--- src/design/vomt_pkg.sv ---
// ----------------------------------------------------------------------------
// vomt_pkg
// Types and constants shared by the object motion table modules.
// ----------------------------------------------------------------------------
package vomt_pkg;

	typedef enum logic [3:0] {
		CMD_TICK   = 4'd0,
		CMD_PLACE  = 4'd1,
		CMD_RESET  = 4'd2,
		CMD_ENABLE = 4'd3,
		CMD_SPEEDS = 4'd4,
		CMD_SPIN   = 4'd5,
		CMD_GROW   = 4'd6,
		CMD_STOP   = 4'd7,
		CMD_INIT   = 4'd8,
		CMD_CLEAR  = 4'd9
	} cmd_t;

	localparam logic [1:0] REG_ACTIVE_COUNT = 2'd0;
	localparam logic [1:0] REG_CENTER_X     = 2'd1;
	localparam logic [1:0] REG_CENTER_Y     = 2'd2;

	localparam int ID_W = 6;
	localparam logic [7:0] UNITY_SCALE = 8'h80;
	localparam int QUEUE_DEPTH = 2;

	// Decoded command as it travels from the front end to the back end.
	typedef struct packed {
		cmd_t            cmd;
		logic [ID_W-1:0] id;
		logic [15:0]     x;
		logic [15:0]     y;
		logic [9:0]      angle;
		logic [7:0]      scale;
		logic [7:0]      sp0;
		logic [7:0]      sp1;
	} op_t;

	typedef struct packed {
		logic [15:0] x;
		logic [15:0] y;
		logic [9:0]  rot;
		logic [7:0]  scale;
		logic        shown;
	} pose_t;

	typedef struct packed {
		logic [7:0] mx;
		logic [7:0] my;
		logic [7:0] spin;
		logic [7:0] grow;
	} speed_set_t;

	localparam int POSE_W = $bits(pose_t);
	localparam int MOTION_W = $bits(speed_set_t);

endpackage

--- src/design/vomt_in_if.sv ---
// ----------------------------------------------------------------------------
// vomt_in_if
// Command channel of the object motion table.
// ----------------------------------------------------------------------------
interface vomt_in_if;
	logic               valid;
	logic               ready;
	logic [3:0]         command;
	logic [5:0]         symbol_id;
	logic [15:0]        tick_value;
	logic [15:0]        x_pos;
	logic [15:0]        y_pos;
	logic [9:0]         angle;
	logic [7:0]         scale_value;
	logic signed [7:0]  speed_x;
	logic signed [7:0]  speed_y;
	logic signed [7:0]  spin_speed;
	logic signed [7:0]  grow_speed;

	modport source (
		output valid, command, symbol_id, tick_value, x_pos, y_pos, angle,
		       scale_value, speed_x, speed_y, spin_speed, grow_speed,
		input  ready
	);
	modport sink (
		input  valid, command, symbol_id, tick_value, x_pos, y_pos, angle,
		       scale_value, speed_x, speed_y, spin_speed, grow_speed,
		output ready
	);
endinterface

--- src/design/vomt_out_if.sv ---
// ----------------------------------------------------------------------------
// vomt_out_if
// Object report channel of the object motion table.
// ----------------------------------------------------------------------------
interface vomt_out_if;
	logic        valid;
	logic        ready;
	logic [5:0]  object_index;
	logic [15:0] out_x;
	logic [15:0] out_y;
	logic [9:0]  out_rotation;
	logic [7:0]  out_scale;
	logic        out_visible;
	logic        last_of_run;

	modport source (
		output valid, object_index, out_x, out_y, out_rotation, out_scale,
		       out_visible, last_of_run,
		input  ready
	);
	modport sink (
		input  valid, object_index, out_x, out_y, out_rotation, out_scale,
		       out_visible, last_of_run,
		output ready
	);
endinterface

--- src/design/vomt_cfg_if.sv ---
// ----------------------------------------------------------------------------
// vomt_cfg_if
// Register write channel of the object motion table.
// ----------------------------------------------------------------------------
interface vomt_cfg_if;
	logic        valid;
	logic        ready;
	logic [1:0]  index;
	logic [15:0] data;

	modport source (output valid, index, data, input ready);
	modport sink (input valid, index, data, output ready);
endinterface

--- src/design/vomt_ram.sv ---
// ----------------------------------------------------------------------------
// vomt_ram
// Simple dual-port RAM: one write port, one read port with registered data.
// ----------------------------------------------------------------------------
module vomt_ram #(
	parameter int WIDTH = 8,
	parameter int DEPTH = 16,
	parameter int AW = (DEPTH > 1) ? $clog2(DEPTH) : 1
) (
	input  logic             clk,
	input  logic             we,
	input  logic [AW-1:0]    waddr,
	input  logic [WIDTH-1:0] wdata,
	input  logic             re,
	input  logic [AW-1:0]    raddr,
	output logic [WIDTH-1:0] rdata
);
	logic [WIDTH-1:0] mem [DEPTH];

	always_ff @(posedge clk) begin
		if (we) begin
			mem[waddr] <= wdata;
		end
		if (re) begin
			rdata <= mem[raddr];
		end
	end
endmodule

--- src/design/vomt_front.sv ---
// ----------------------------------------------------------------------------
// vomt_front
// Accepts command words and register writes, drops commands that have no
// effect, and hands the rest to the back end as decoded operations.
// ----------------------------------------------------------------------------
module vomt_front #(
	parameter int TABLE_SIZE = 16
) (
	input  logic            clk,
	input  logic            arst_n,
	vomt_in_if.sink         item,
	vomt_cfg_if.sink        cfg,
	output logic            push_valid,
	input  logic            push_ready,
	output vomt_pkg::op_t   push_data
);
	import vomt_pkg::*;

	localparam logic [6:0] TS7 = 7'(TABLE_SIZE);

	logic [6:0]  active_count_q;
	logic [15:0] center_x_q;
	logic [15:0] center_y_q;
	logic [7:0]  prev_tick_q;

	cmd_t       cmd;
	logic       accept;
	logic       tick_new;
	logic       id_ok;
	logic       keep;
	logic [6:0] run_len;
	logic [6:0] last_idx;

	assign cfg.ready = 1'b1;
	assign item.ready = push_ready;
	assign accept = item.valid && item.ready;
	assign cmd = cmd_t'(item.command);

	always_ff @(posedge clk or negedge arst_n) begin
		if (!arst_n) begin
			active_count_q <= '0;
			center_x_q <= '0;
			center_y_q <= '0;
			prev_tick_q <= '0;
		end else begin
			if (cfg.valid && cfg.ready) begin
				case (cfg.index)
					REG_ACTIVE_COUNT: active_count_q <= cfg.data[6:0];
					REG_CENTER_X:     center_x_q <= cfg.data;
					REG_CENTER_Y:     center_y_q <= cfg.data;
					default: ;
				endcase
			end
			if (accept && cmd == CMD_TICK && tick_new) begin
				prev_tick_q <= item.tick_value[7:0];
			end
		end
	end

	always_comb begin
		tick_new = item.tick_value[7:0] != prev_tick_q;
		id_ok = {1'b0, item.symbol_id} < TS7;
		run_len = (active_count_q > TS7) ? TS7 : active_count_q;
		last_idx = run_len - 7'd1;

		case (cmd)
			CMD_TICK:  keep = tick_new && (run_len != 7'd0);
			CMD_CLEAR: keep = 1'b1;
			CMD_PLACE, CMD_RESET, CMD_ENABLE, CMD_SPEEDS, CMD_SPIN, CMD_GROW,
			CMD_STOP, CMD_INIT: keep = id_ok;
			default:   keep = 1'b0;
		endcase

		push_data.cmd = cmd;
		// A tick carries the index of the last entry of its run.
		push_data.id = (cmd == CMD_TICK) ? last_idx[ID_W-1:0] : item.symbol_id;
		push_data.x = (cmd == CMD_INIT) ? center_x_q : item.x_pos;
		push_data.y = (cmd == CMD_INIT) ? center_y_q : item.y_pos;
		push_data.angle = item.angle;
		push_data.scale = item.scale_value;
		case (cmd)
			CMD_SPEEDS: push_data.sp0 = item.speed_x;
			CMD_SPIN:   push_data.sp0 = item.spin_speed;
			default:    push_data.sp0 = item.grow_speed;
		endcase
		push_data.sp1 = item.speed_y;
	end

	assign push_valid = accept && keep;
endmodule

--- src/design/vomt_queue.sv ---
// ----------------------------------------------------------------------------
// vomt_queue
// Short first-in first-out queue of decoded operations.
// ----------------------------------------------------------------------------
module vomt_queue (
	input  logic          clk,
	input  logic          arst_n,
	input  logic          push_valid,
	output logic          push_ready,
	input  vomt_pkg::op_t push_data,
	output logic          pop_valid,
	input  logic          pop_ready,
	output vomt_pkg::op_t pop_data
);
	import vomt_pkg::*;

	localparam int PW = (QUEUE_DEPTH > 1) ? $clog2(QUEUE_DEPTH) : 1;
	localparam int CW = $clog2(QUEUE_DEPTH + 1);

	op_t           entry_q [QUEUE_DEPTH];
	logic [PW-1:0] wr_ptr_q;
	logic [PW-1:0] rd_ptr_q;
	logic [CW-1:0] count_q;
	logic          do_push;
	logic          do_pop;

	assign push_ready = count_q != CW'(QUEUE_DEPTH);
	assign pop_valid = count_q != '0;
	assign pop_data = entry_q[rd_ptr_q];
	assign do_push = push_valid && push_ready;
	assign do_pop = pop_valid && pop_ready;

	always_ff @(posedge clk) begin
		if (do_push) begin
			entry_q[wr_ptr_q] <= push_data;
		end
	end

	always_ff @(posedge clk or negedge arst_n) begin
		if (!arst_n) begin
			wr_ptr_q <= '0;
			rd_ptr_q <= '0;
			count_q <= '0;
		end else begin
			if (do_push) begin
				wr_ptr_q <= (wr_ptr_q == PW'(QUEUE_DEPTH - 1)) ? '0 : wr_ptr_q + 1'b1;
			end
			if (do_pop) begin
				rd_ptr_q <= (rd_ptr_q == PW'(QUEUE_DEPTH - 1)) ? '0 : rd_ptr_q + 1'b1;
			end
			if (do_push && !do_pop) begin
				count_q <= count_q + 1'b1;
			end else if (do_pop && !do_push) begin
				count_q <= count_q - 1'b1;
			end
		end
	end
endmodule

--- src/design/vomt_back.sv ---
// ----------------------------------------------------------------------------
// vomt_back
// Executes decoded operations against the object table and walks the
// table on a tick, one entry per cycle while the report is not stalled, into the report register.
// ----------------------------------------------------------------------------
module vomt_back #(
	parameter int TABLE_SIZE = 16
) (
	input  logic          clk,
	input  logic          arst_n,
	input  logic          pop_valid,
	output logic          pop_ready,
	input  vomt_pkg::op_t pop_data,
	vomt_out_if.source    result
);
	import vomt_pkg::*;

	localparam int IDX_W = (TABLE_SIZE > 1) ? $clog2(TABLE_SIZE) : 1;

	typedef enum logic {S_IDLE, S_EXEC} state_t;

	state_t                state_q;
	op_t                   op_q;
	logic [IDX_W-1:0]      cnt_q;
	logic [TABLE_SIZE-1:0] pose_vld_q;
	logic [TABLE_SIZE-1:0] mot_vld_q;
	logic                  pose_ok_q;
	logic                  mot_ok_q;

	logic                  res_valid_q;
	logic [IDX_W-1:0]      res_idx_q;
	pose_t                 res_pose_q;
	logic                  res_last_q;

	logic                  rd_en;
	logic [IDX_W-1:0]      rd_addr;
	logic [POSE_W-1:0]     pose_rd;
	logic [MOTION_W-1:0]   mot_rd;
	pose_t                 cur_pose;
	speed_set_t            cur_mot;
	pose_t                 adv_pose;
	pose_t                 new_pose;
	speed_set_t            new_mot;
	logic                  pose_we;
	logic                  mot_we;
	logic                  is_tick;
	logic                  fire;
	logic                  at_last;
	logic                  res_load;
	logic [7:0]            grown;

	assign is_tick = op_q.cmd == CMD_TICK;
	assign fire = !res_valid_q || result.ready;
	assign at_last = cnt_q == op_q.id[IDX_W-1:0];
	assign res_load = state_q == S_EXEC && is_tick && fire;
	assign pop_ready = state_q == S_IDLE;

	// Entries never written since reset read as zero, and so does motion that was cleared.
	assign cur_pose = pose_ok_q ? pose_t'(pose_rd) : '0;
	assign cur_mot = mot_ok_q ? speed_set_t'(mot_rd) : '0;

	always_comb begin
		rd_en = 1'b0;
		rd_addr = IDX_W'(cnt_q + 1'b1);
		if (state_q == S_IDLE && pop_valid && pop_data.cmd != CMD_CLEAR) begin
			rd_en = 1'b1;
			rd_addr = (pop_data.cmd == CMD_TICK) ? '0 : pop_data.id[IDX_W-1:0];
		end else if (res_load && !at_last) begin
			rd_en = 1'b1;
		end
	end

	// One tick step of a shown object.
	always_comb begin
		adv_pose = cur_pose;
		grown = cur_pose.scale + cur_mot.grow;
		if (cur_pose.shown) begin
			adv_pose.rot = cur_pose.rot + {{2{cur_mot.spin[7]}}, cur_mot.spin};
			adv_pose.x = cur_pose.x + {{8{cur_mot.mx[7]}}, cur_mot.mx};
			adv_pose.y = cur_pose.y + {{8{cur_mot.my[7]}}, cur_mot.my};
			if (cur_mot.grow != '0) begin
				adv_pose.scale = grown;
				if ((!cur_mot.grow[7] && grown < cur_pose.scale) ||
				    (cur_mot.grow[7] && grown > cur_pose.scale)) begin
					adv_pose.shown = 1'b0;
				end
			end
		end
	end

	always_comb begin
		new_pose = cur_pose;
		new_mot = cur_mot;
		pose_we = 1'b0;
		mot_we = 1'b0;
		if (state_q == S_EXEC) begin
			case (op_q.cmd)
				CMD_TICK: begin
					new_pose = adv_pose;
					pose_we = fire;
				end
				CMD_PLACE, CMD_RESET, CMD_ENABLE: begin
					new_pose.x = op_q.x;
					new_pose.y = op_q.y;
					new_pose.rot = op_q.angle;
					if (op_q.cmd == CMD_PLACE || op_q.scale != '0) begin
						new_pose.scale = op_q.scale;
					end
					if (op_q.cmd != CMD_RESET) begin
						new_pose.shown = 1'b1;
					end
					pose_we = 1'b1;
				end
				CMD_INIT: begin
					new_pose.x = op_q.x;
					new_pose.y = op_q.y;
					new_pose.rot = '0;
					new_pose.scale = UNITY_SCALE;
					new_pose.shown = 1'b0;
					pose_we = 1'b1;
				end
				CMD_SPEEDS: begin
					new_mot.mx = op_q.sp0;
					new_mot.my = op_q.sp1;
					mot_we = 1'b1;
				end
				CMD_SPIN: begin
					new_mot.spin = op_q.sp0;
					mot_we = 1'b1;
				end
				CMD_GROW: begin
					new_mot.grow = op_q.sp0;
					mot_we = 1'b1;
				end
				CMD_STOP: begin
					new_mot = '0;
					mot_we = 1'b1;
				end
				default: ;
			endcase
		end
	end

	vomt_ram #(.WIDTH(POSE_W), .DEPTH(TABLE_SIZE), .AW(IDX_W)) u_pose_ram (
		.clk   (clk),
		.we    (pose_we),
		.waddr (cnt_q),
		.wdata (new_pose),
		.re    (rd_en),
		.raddr (rd_addr),
		.rdata (pose_rd)
	);

	vomt_ram #(.WIDTH(MOTION_W), .DEPTH(TABLE_SIZE), .AW(IDX_W)) u_motion_ram (
		.clk   (clk),
		.we    (mot_we),
		.waddr (cnt_q),
		.wdata (new_mot),
		.re    (rd_en),
		.raddr (rd_addr),
		.rdata (mot_rd)
	);

	always_ff @(posedge clk or negedge arst_n) begin
		if (!arst_n) begin
			state_q <= S_IDLE;
			op_q <= '0;
			cnt_q <= '0;
			pose_vld_q <= '0;
			mot_vld_q <= '0;
			pose_ok_q <= 1'b0;
			mot_ok_q <= 1'b0;
			res_valid_q <= 1'b0;
			res_idx_q <= '0;
			res_pose_q <= '0;
			res_last_q <= 1'b0;
		end else begin
			if (rd_en) begin
				pose_ok_q <= pose_vld_q[rd_addr];
				mot_ok_q <= mot_vld_q[rd_addr];
			end
			if (pose_we) begin
				pose_vld_q[cnt_q] <= 1'b1;
			end
			if (mot_we) begin
				mot_vld_q[cnt_q] <= 1'b1;
			end

			if (res_load) begin
				res_valid_q <= 1'b1;
				res_idx_q <= cnt_q;
				res_pose_q <= adv_pose;
				res_last_q <= at_last;
			end else if (result.ready) begin
				res_valid_q <= 1'b0;
			end

			case (state_q)
				S_IDLE: begin
					if (pop_valid) begin
						op_q <= pop_data;
						if (pop_data.cmd == CMD_CLEAR) begin
							mot_vld_q <= '0;
						end else begin
							state_q <= S_EXEC;
							cnt_q <= (pop_data.cmd == CMD_TICK) ? '0 :
							         pop_data.id[IDX_W-1:0];
						end
					end
				end
				S_EXEC: begin
					if (!is_tick) begin
						state_q <= S_IDLE;
					end else if (fire) begin
						if (at_last) begin
							state_q <= S_IDLE;
						end else begin
							cnt_q <= IDX_W'(cnt_q + 1'b1);
						end
					end
				end
				default: state_q <= S_IDLE;
			endcase
		end
	end

	assign result.valid = res_valid_q;
	assign result.object_index = ID_W'(res_idx_q);
	assign result.out_x = res_pose_q.x;
	assign result.out_y = res_pose_q.y;
	assign result.out_rotation = res_pose_q.rot;
	assign result.out_scale = res_pose_q.scale;
	assign result.out_visible = res_pose_q.shown;
	assign result.last_of_run = res_last_q;

`ifndef SYNTHESIS
	a_report_only_on_tick: assert property (@(posedge clk) disable iff (!arst_n)
		result.valid && !$past(result.valid) |-> $past(state_q == S_EXEC && is_tick))
		else $error("report word appeared outside a tick walk");

	a_last_matches_run: assert property (@(posedge clk) disable iff (!arst_n)
		res_load |=> result.last_of_run == $past(at_last))
		else $error("last marker does not match the end of the run");

	a_no_read_write_clash: assert property (@(posedge clk) disable iff (!arst_n)
		rd_en && (pose_we || mot_we) |-> rd_addr != cnt_q)
		else $error("table read and write hit the same entry");
`endif
endmodule

--- src/design/vector_object_motion_table.sv ---
// ----------------------------------------------------------------------------
// vector_object_motion_table
// Table of display objects with per-object motion, updated on system ticks.
// ----------------------------------------------------------------------------
// The front end takes one command word per cycle while its two-entry queue
// has room; repeated ticks and commands to objects outside the table are
// dropped there, and clear motion is done by the back end in its idle state
// without a table access. Any other command reads and then writes one table
// entry. A tick walks n = min(active_count, TABLE_SIZE) entries, reading
// one entry per cycle through the single read port of the table RAMs, and
// gives one report word per entry; a stalled report holds the walk. Reset
// makes every object zero and hidden at once; there is no clearing pass.
module vector_object_motion_table #(
	parameter int TABLE_SIZE = 16
) (
	input  logic        clk,
	input  logic        arst_n,
	vomt_in_if.sink     item,
	vomt_out_if.source  result,
	vomt_cfg_if.sink    cfg
);
	import vomt_pkg::*;

	logic push_valid;
	logic push_ready;
	op_t  push_data;
	logic pop_valid;
	logic pop_ready;
	op_t  pop_data;

	vomt_front #(.TABLE_SIZE(TABLE_SIZE)) u_front (
		.clk        (clk),
		.arst_n     (arst_n),
		.item       (item),
		.cfg        (cfg),
		.push_valid (push_valid),
		.push_ready (push_ready),
		.push_data  (push_data)
	);

	vomt_queue u_queue (
		.clk        (clk),
		.arst_n     (arst_n),
		.push_valid (push_valid),
		.push_ready (push_ready),
		.push_data  (push_data),
		.pop_valid  (pop_valid),
		.pop_ready  (pop_ready),
		.pop_data   (pop_data)
	);

	vomt_back #(.TABLE_SIZE(TABLE_SIZE)) u_back (
		.clk       (clk),
		.arst_n    (arst_n),
		.pop_valid (pop_valid),
		.pop_ready (pop_ready),
		.pop_data  (pop_data),
		.result    (result)
	);
endmodule
--- src/flat_wrapper.sv ---
// flat-port wrapper written by rule: the top's interface ports become plain ports
module vector_object_motion_table_flat import vomt_pkg::*;
#(
	parameter int TABLE_SIZE = 16
)
  (clk, arst_n, item_valid, item_command, item_symbol_id, item_tick_value, item_x_pos, item_y_pos, item_angle, item_scale_value, item_speed_x, item_speed_y, item_spin_speed, item_grow_speed, item_ready, result_valid, result_object_index, result_out_x, result_out_y, result_out_rotation, result_out_scale, result_out_visible, result_last_of_run, result_ready, cfg_valid, cfg_index, cfg_data, cfg_ready);
  vomt_in_if item_i ();
  vomt_out_if result_i ();
  vomt_cfg_if cfg_i ();
  input  logic clk;
  input  logic arst_n;
  input wire logic [$bits(item_i.valid)-1:0] item_valid;
  input wire logic [$bits(item_i.command)-1:0] item_command;
  input wire logic [$bits(item_i.symbol_id)-1:0] item_symbol_id;
  input wire logic [$bits(item_i.tick_value)-1:0] item_tick_value;
  input wire logic [$bits(item_i.x_pos)-1:0] item_x_pos;
  input wire logic [$bits(item_i.y_pos)-1:0] item_y_pos;
  input wire logic [$bits(item_i.angle)-1:0] item_angle;
  input wire logic [$bits(item_i.scale_value)-1:0] item_scale_value;
  input wire logic [$bits(item_i.speed_x)-1:0] item_speed_x;
  input wire logic [$bits(item_i.speed_y)-1:0] item_speed_y;
  input wire logic [$bits(item_i.spin_speed)-1:0] item_spin_speed;
  input wire logic [$bits(item_i.grow_speed)-1:0] item_grow_speed;
  output wire logic [$bits(item_i.ready)-1:0] item_ready;
  output wire logic [$bits(result_i.valid)-1:0] result_valid;
  output wire logic [$bits(result_i.object_index)-1:0] result_object_index;
  output wire logic [$bits(result_i.out_x)-1:0] result_out_x;
  output wire logic [$bits(result_i.out_y)-1:0] result_out_y;
  output wire logic [$bits(result_i.out_rotation)-1:0] result_out_rotation;
  output wire logic [$bits(result_i.out_scale)-1:0] result_out_scale;
  output wire logic [$bits(result_i.out_visible)-1:0] result_out_visible;
  output wire logic [$bits(result_i.last_of_run)-1:0] result_last_of_run;
  input wire logic [$bits(result_i.ready)-1:0] result_ready;
  input wire logic [$bits(cfg_i.valid)-1:0] cfg_valid;
  input wire logic [$bits(cfg_i.index)-1:0] cfg_index;
  input wire logic [$bits(cfg_i.data)-1:0] cfg_data;
  output wire logic [$bits(cfg_i.ready)-1:0] cfg_ready;
  assign item_i.valid = item_valid;
  assign item_i.command = item_command;
  assign item_i.symbol_id = item_symbol_id;
  assign item_i.tick_value = item_tick_value;
  assign item_i.x_pos = item_x_pos;
  assign item_i.y_pos = item_y_pos;
  assign item_i.angle = item_angle;
  assign item_i.scale_value = item_scale_value;
  assign item_i.speed_x = item_speed_x;
  assign item_i.speed_y = item_speed_y;
  assign item_i.spin_speed = item_spin_speed;
  assign item_i.grow_speed = item_grow_speed;
  assign item_ready = item_i.ready;
  assign result_valid = result_i.valid;
  assign result_object_index = result_i.object_index;
  assign result_out_x = result_i.out_x;
  assign result_out_y = result_i.out_y;
  assign result_out_rotation = result_i.out_rotation;
  assign result_out_scale = result_i.out_scale;
  assign result_out_visible = result_i.out_visible;
  assign result_last_of_run = result_i.last_of_run;
  assign result_i.ready = result_ready;
  assign cfg_i.valid = cfg_valid;
  assign cfg_i.index = cfg_index;
  assign cfg_i.data = cfg_data;
  assign cfg_ready = cfg_i.ready;
  vector_object_motion_table #(.TABLE_SIZE(TABLE_SIZE)) u_core (.clk(clk), .arst_n(arst_n), .item(item_i), .result(result_i), .cfg(cfg_i));
endmodule
--- config.mk ---
export PLATFORM = sky130hd
export DESIGN_NAME = vector_object_motion_table_flat
export DESIGN_NICKNAME = d
export VERILOG_FILES = /design/src/design/vomt_pkg.sv /design/src/design/vomt_in_if.sv /design/src/design/vomt_out_if.sv /design/src/design/vomt_cfg_if.sv /design/src/design/vomt_ram.sv /design/src/design/vomt_front.sv /design/src/design/vomt_queue.sv /design/src/design/vomt_back.sv /design/src/design/vector_object_motion_table.sv /design/src/flat_wrapper.sv
export SDC_FILE = /design/constraint.sdc
export NUM_CORES = 2
export LEC_CHECK = 0
export ABC_AREA = 0
export ABC_CLOCK_PERIOD_IN_PS = 10400
export CAP_MARGIN = 20
export CORE_AREA = 5 5 316 380
export CTS_CLUSTER_DIAMETER = 120
export DETAILED_ROUTE_END_ITERATION = 10
export DIE_AREA = 0 0 321 385
export DONT_BUFFER_PORTS = 1
export HOLD_SLACK_MARGIN = 0.02
export MAX_ROUTING_LAYER = met4
export PLACE_DENSITY_LB_ADDON = 0.2
export SLEW_MARGIN = 20
export SYNTH_ARGS = -nofsm -noshare
export SYNTH_HDL_FRONTEND = slang
export SYNTH_SLANG_ARGS = --single-unit
--- constraint.sdc ---
create_clock -name clk -period 10.4 [get_ports clk]
set_input_delay 0 -clock clk [delete_from_list [all_inputs] [get_ports clk]]
set_output_delay 0 -clock clk [all_outputs]
set_load 0.1 [all_outputs]
==> out/qor.tcl <==
set qor(antenna_violations_before_repair) 1
set qor(grt_setup_unrepaired) {false}
set qor(setup_ws_ns) 4.65
set qor(viasPerCell) 6.44
set qor(buffer_ports.inserted) 0
set qor(p_leak_uw) 0.0306
set qor(max_cap_viol_count) 0
set qor(setup-tns-final_ns) 0
set qor(synth.yosys.seq_area_share_pct) 71.2
set qor(post_synth_instance_area_sq_um) 73600
set qor(post-route-period-util_pct) 55.3
set qor(achievable-frequency_ghz) 0.174
set qor(layout.cells.most_common_list) {1686 x sky130_fd_sc_hd__nand2_1, 1559 x sky130_fd_sc_hd__edfxtp_1, 349 x sky130_fd_sc_hd__nand3_1}
set qor(finalHoldViolCount) 0
set qor(timing.final.setup_violations) 0
set qor(worst_setup_hold_path_clk_slew_ns) 0.07
set qor(post_cts_resize_count) 0
set qor(reg2regPathDepth) 10
set qor(dieHeight_um) 385
set qor(fp.dieArea_sq_um) 124000
set qor(timing.hold.worst_path_depth) 3
set qor(boundaryPins) 192
set qor(detailedRoute.firstPassIterationCount) 9
set qor(layout.cells.most_common) {sky130_fd_sc_hd__nand2_1}
set qor(place_congestion) 0.919
set qor(insertion_delay_ns) 0.81
set qor(grt_use_total_pct) 33.6
set qor(clock_tree.buffer_depth) 3
set qor(post_synth_num_cell_types) 82
set qor(run_status) {finished, final reports clean}
set qor(first_global_vias) 47258
set qor(yosys_warnings) 0
set qor(syn_inst) 5773
set qor(layout-area-overhead-vs-synth_pct) 12.3
set qor(cts_root_buf) {sky130_fd_sc_hd__clkbuf_16}
set qor(layout_min_cycle_time_ns) 5.75
set qor(start_util_pct) 63.6
set qor(die_width_um) 321
set qor(detail_route.wl_per_cell_um) 27.1
set qor(route.vias.total) 48901
set qor(postSynthRegisterBits) 1780
set qor(initialDrtViolationCount) 6129
set qor(power-per-cell-area_nw_per_um2) 357
set qor(setup.worst_path.end_class) {flip-flop}
set qor(dp_hpwl_mm) 109
set qor(core_region_area_sq_um) 116000
set qor(num_cts_buffers) 166
set qor(route.detailed.drc) 0
set qor(cp-start-kind) {flip-flop}
set qor(std_cell_rows) 137
set qor(drive_above_1_share_pct) 8.67
set qor(clock-skew-final_ns) 0.0308
set qor(detailed_route_wire_length_mm) 206
set qor(synthArstFlopShare_pct) 12.4
set qor(fin_nets) 6122
set qor(postRouteAntennaNets) 0
set qor(post_cts.repair.setup_buffers) 0
set qor(numClockSinks) 1780
set qor(ys.flop_type) {sky130_fd_sc_hd__edfxtp_1}
set qor(cts_tree) {built}
set qor(p_total_uw) 29500
set qor(timing.slew.headroom_pct) 22.6
set qor(arrival_ns) 6.36
set qor(worstPathRequired_ns) 11.01
set qor(worst_hold_path_class) {in2reg}
set qor(timing.setup.critical_path_class) {reg2reg}
set qor(cts_htree_levels) 4
set qor(grt_pass1_wl_mm) 298
set qor(grt-ovfl-total) 0
set qor(number_of_enable_flip_flop_cells_after_synthesis) 1559
set qor(final_slew_violations) 0
set qor(post-place-ws_ns) 4.87
set qor(tightest_slew_ns) 1.16
set qor(postSynthAreaPerCell_sq_um) 12.7
set qor(highest_fanout_seen_on_the_critical_path) 45
set qor(vdd_ir_drop_max_v) 0.000452
set qor(grt_start_max_net_pins) 206
## final timing paths
kind	from	end	slack, ns
max in group asynchronous	arst_n	u_core.u_back.result.out_x[7]$_DFFE_PN0P_	9.02
worst max register to register	u_core.u_queue.rd_ptr_q$_DFFE_PN0P_	u_core.u_back.u_pose_ram.rdata[22]$_DFFE_PP_	4.65
worst min register to register	u_core.u_back.pose_vld_q[5]$_DFFE_PN0P_	u_core.u_back.pose_vld_q[5]$_DFFE_PN0P_	0.47
min in group asynchronous	arst_n	u_core.u_back.op_q[6]$_DFFE_PN0P_	0.28
worst min-delay path	item_speed_x[5]	u_core.u_queue.entry_q[0][13]$_DFFE_PP_	0.07
worst max-delay path	u_core.u_queue.rd_ptr_q$_DFFE_PN0P_	u_core.u_back.u_pose_ram.rdata[22]$_DFFE_PP_	4.65
## area by class of cell
cell class,instances,area (sq um)
Multi-Input combinational cell,3611,19700
Fill cell,7391,33100
Clock inverter,83,841
Timing Repair Buffer,342,3240
Clock buffer,220,4440
Sequential cell,1780,52400
Antenna cell,4,10.0
Inverter,28,108
Tap cell,1529,1910
## cells by family after synthesis
logic type,synth area share [%]
AND/OR/NAND/NOR,14.9
flip-flops,71.2
AO/OA/AOI/OAI,7.01
buffers and inverters,2.33
multiplexers,2.76
adder cells (fa/ha/maj),1.11
XOR/XNOR,0.738
other,0.0102
## where the power goes
part,internal [uW],switching [uW],leakage [uW],total [uW]
clock,3320,2630,0.00257,5950
combinational,3560,8670,0.0109,12200
sequential,9880,1430,0.0171,11300
## layer usage
metal	up-vias	global-route usage [%]	routed length, um
li1	21348	-	-
met1	23949	40.1	70700
met2	2878	54.7	102000
met3	726	4.77	17300
met4	0	20.9	16000
met5	-	-	0
## registers in the layout, summed over array words and instances, names as in the netlist, 2 cells and up
register	flops
u_core.u_back.result.out_y	16
u_core.u_back.cnt_q	4
u_core.u_back.result.out_rotation	10
u_core.u_back.u_pose_ram.rdata	51
u_core.u_front.prev_tick_q	8
u_core.u_back.res_idx_q	4
u_core.u_front.active_count_q	7
u_core.u_queue.count_q	2
u_core.u_back.u_pose_ram.mem	816
u_core.u_back.result.out_x	16
u_core.u_back.result.out_scale	8
u_core.u_back.u_motion_ram.rdata	32
u_core.u_back.pose_vld_q	16
u_core.u_queue.entry_q	148
u_core.u_front.center_y_q	16
u_core.u_front.center_x_q	16
u_core.u_back.mot_vld_q	16
u_core.u_back.u_motion_ram.mem	512
u_core.u_back.op_q	74
## synthesized netlist by cell type (10+ instances only)
master | number | area (sq um)
sky130_fd_sc_hd__nand2_1 | 1688 | 6340
sky130_fd_sc_hd__edfxtp_1 | 1559 | 46800
sky130_fd_sc_hd__nand3_1 | 349 | 1750
sky130_fd_sc_hd__dfrtp_1 | 221 | 5530
sky130_fd_sc_hd__o21ai_0 | 183 | 916
sky130_fd_sc_hd__and3_1 | 179 | 1120
sky130_fd_sc_hd__a31oi_1 | 177 | 1110
sky130_fd_sc_hd__buf_2 | 174 | 871
sky130_fd_sc_hd__a32oi_1 | 173 | 1520
sky130_fd_sc_hd__clkbuf_1 | 148 | 556
sky130_fd_sc_hd__nor2_1 | 123 | 462
sky130_fd_sc_hd__mux2i_1 | 99 | 991
sky130_fd_sc_hd__and2_1 | 93 | 582
sky130_fd_sc_hd__mux2_2 | 88 | 991
sky130_fd_sc_hd__a21oi_1 | 74 | 370
sky130_fd_sc_hd__ha_1 | 58 | 726
sky130_fd_sc_hd__xnor2_1 | 36 | 315
sky130_fd_sc_hd__nor3_1 | 30 | 150
sky130_fd_sc_hd__xor2_1 | 26 | 228
sky130_fd_sc_hd__a22o_1 | 24 | 210
sky130_fd_sc_hd__inv_1 | 24 | 90.1
sky130_fd_sc_hd__buf_1 | 20 | 75.1
sky130_fd_sc_hd__or2_2 | 19 | 119
sky130_fd_sc_hd__a21o_1 | 17 | 128
sky130_fd_sc_hd__a22oi_1 | 17 | 128
sky130_fd_sc_hd__nand3b_1 | 13 | 97.6
sky130_fd_sc_hd__buf_4 | 11 | 82.6
sky130_fd_sc_hd__nand2b_1 | 10 | 62.6
sky130_fd_sc_hd__o31ai_1 | 10 | 75.1
## stage by stage
step	instance area (sq um)	instances	hold WS [ns]	utilization (%)
floorplan	73600	5774	-0.296	-
global placement	75100	7069	-0.290	64.9
detailed placement	75100	7069	-0.289	64.9
CTS	82600	7591	0.0204	71.4
global route	82600	7593	0.0672	71.4
finish	82600	7597	0.0679	71.4
## critical path, stage by stage, from the launching register on
cell	delay [ns]
sky130_fd_sc_hd__dfrtp_4	0.86
sky130_fd_sc_hd__buf_4	0.75
sky130_fd_sc_hd__mux2i_1	0.46
sky130_fd_sc_hd__nand3b_1	0.16
sky130_fd_sc_hd__a21oi_1	0.10
sky130_fd_sc_hd__a221o_1	0.64
sky130_fd_sc_hd__nor2_4	0.77
sky130_fd_sc_hd__buf_4	0.56
sky130_fd_sc_hd__buf_4	0.76
sky130_fd_sc_hd__a32oi_1	0.14
sky130_fd_sc_hd__nand2_1	0.28
## timing repair
item | in CTS | in global routing
hold endpoints to repair | 428 | 0
hold buffers | 219 | 0
setup endpoints to repair | 0 | 0
Power figures use the tool's default switching activity.
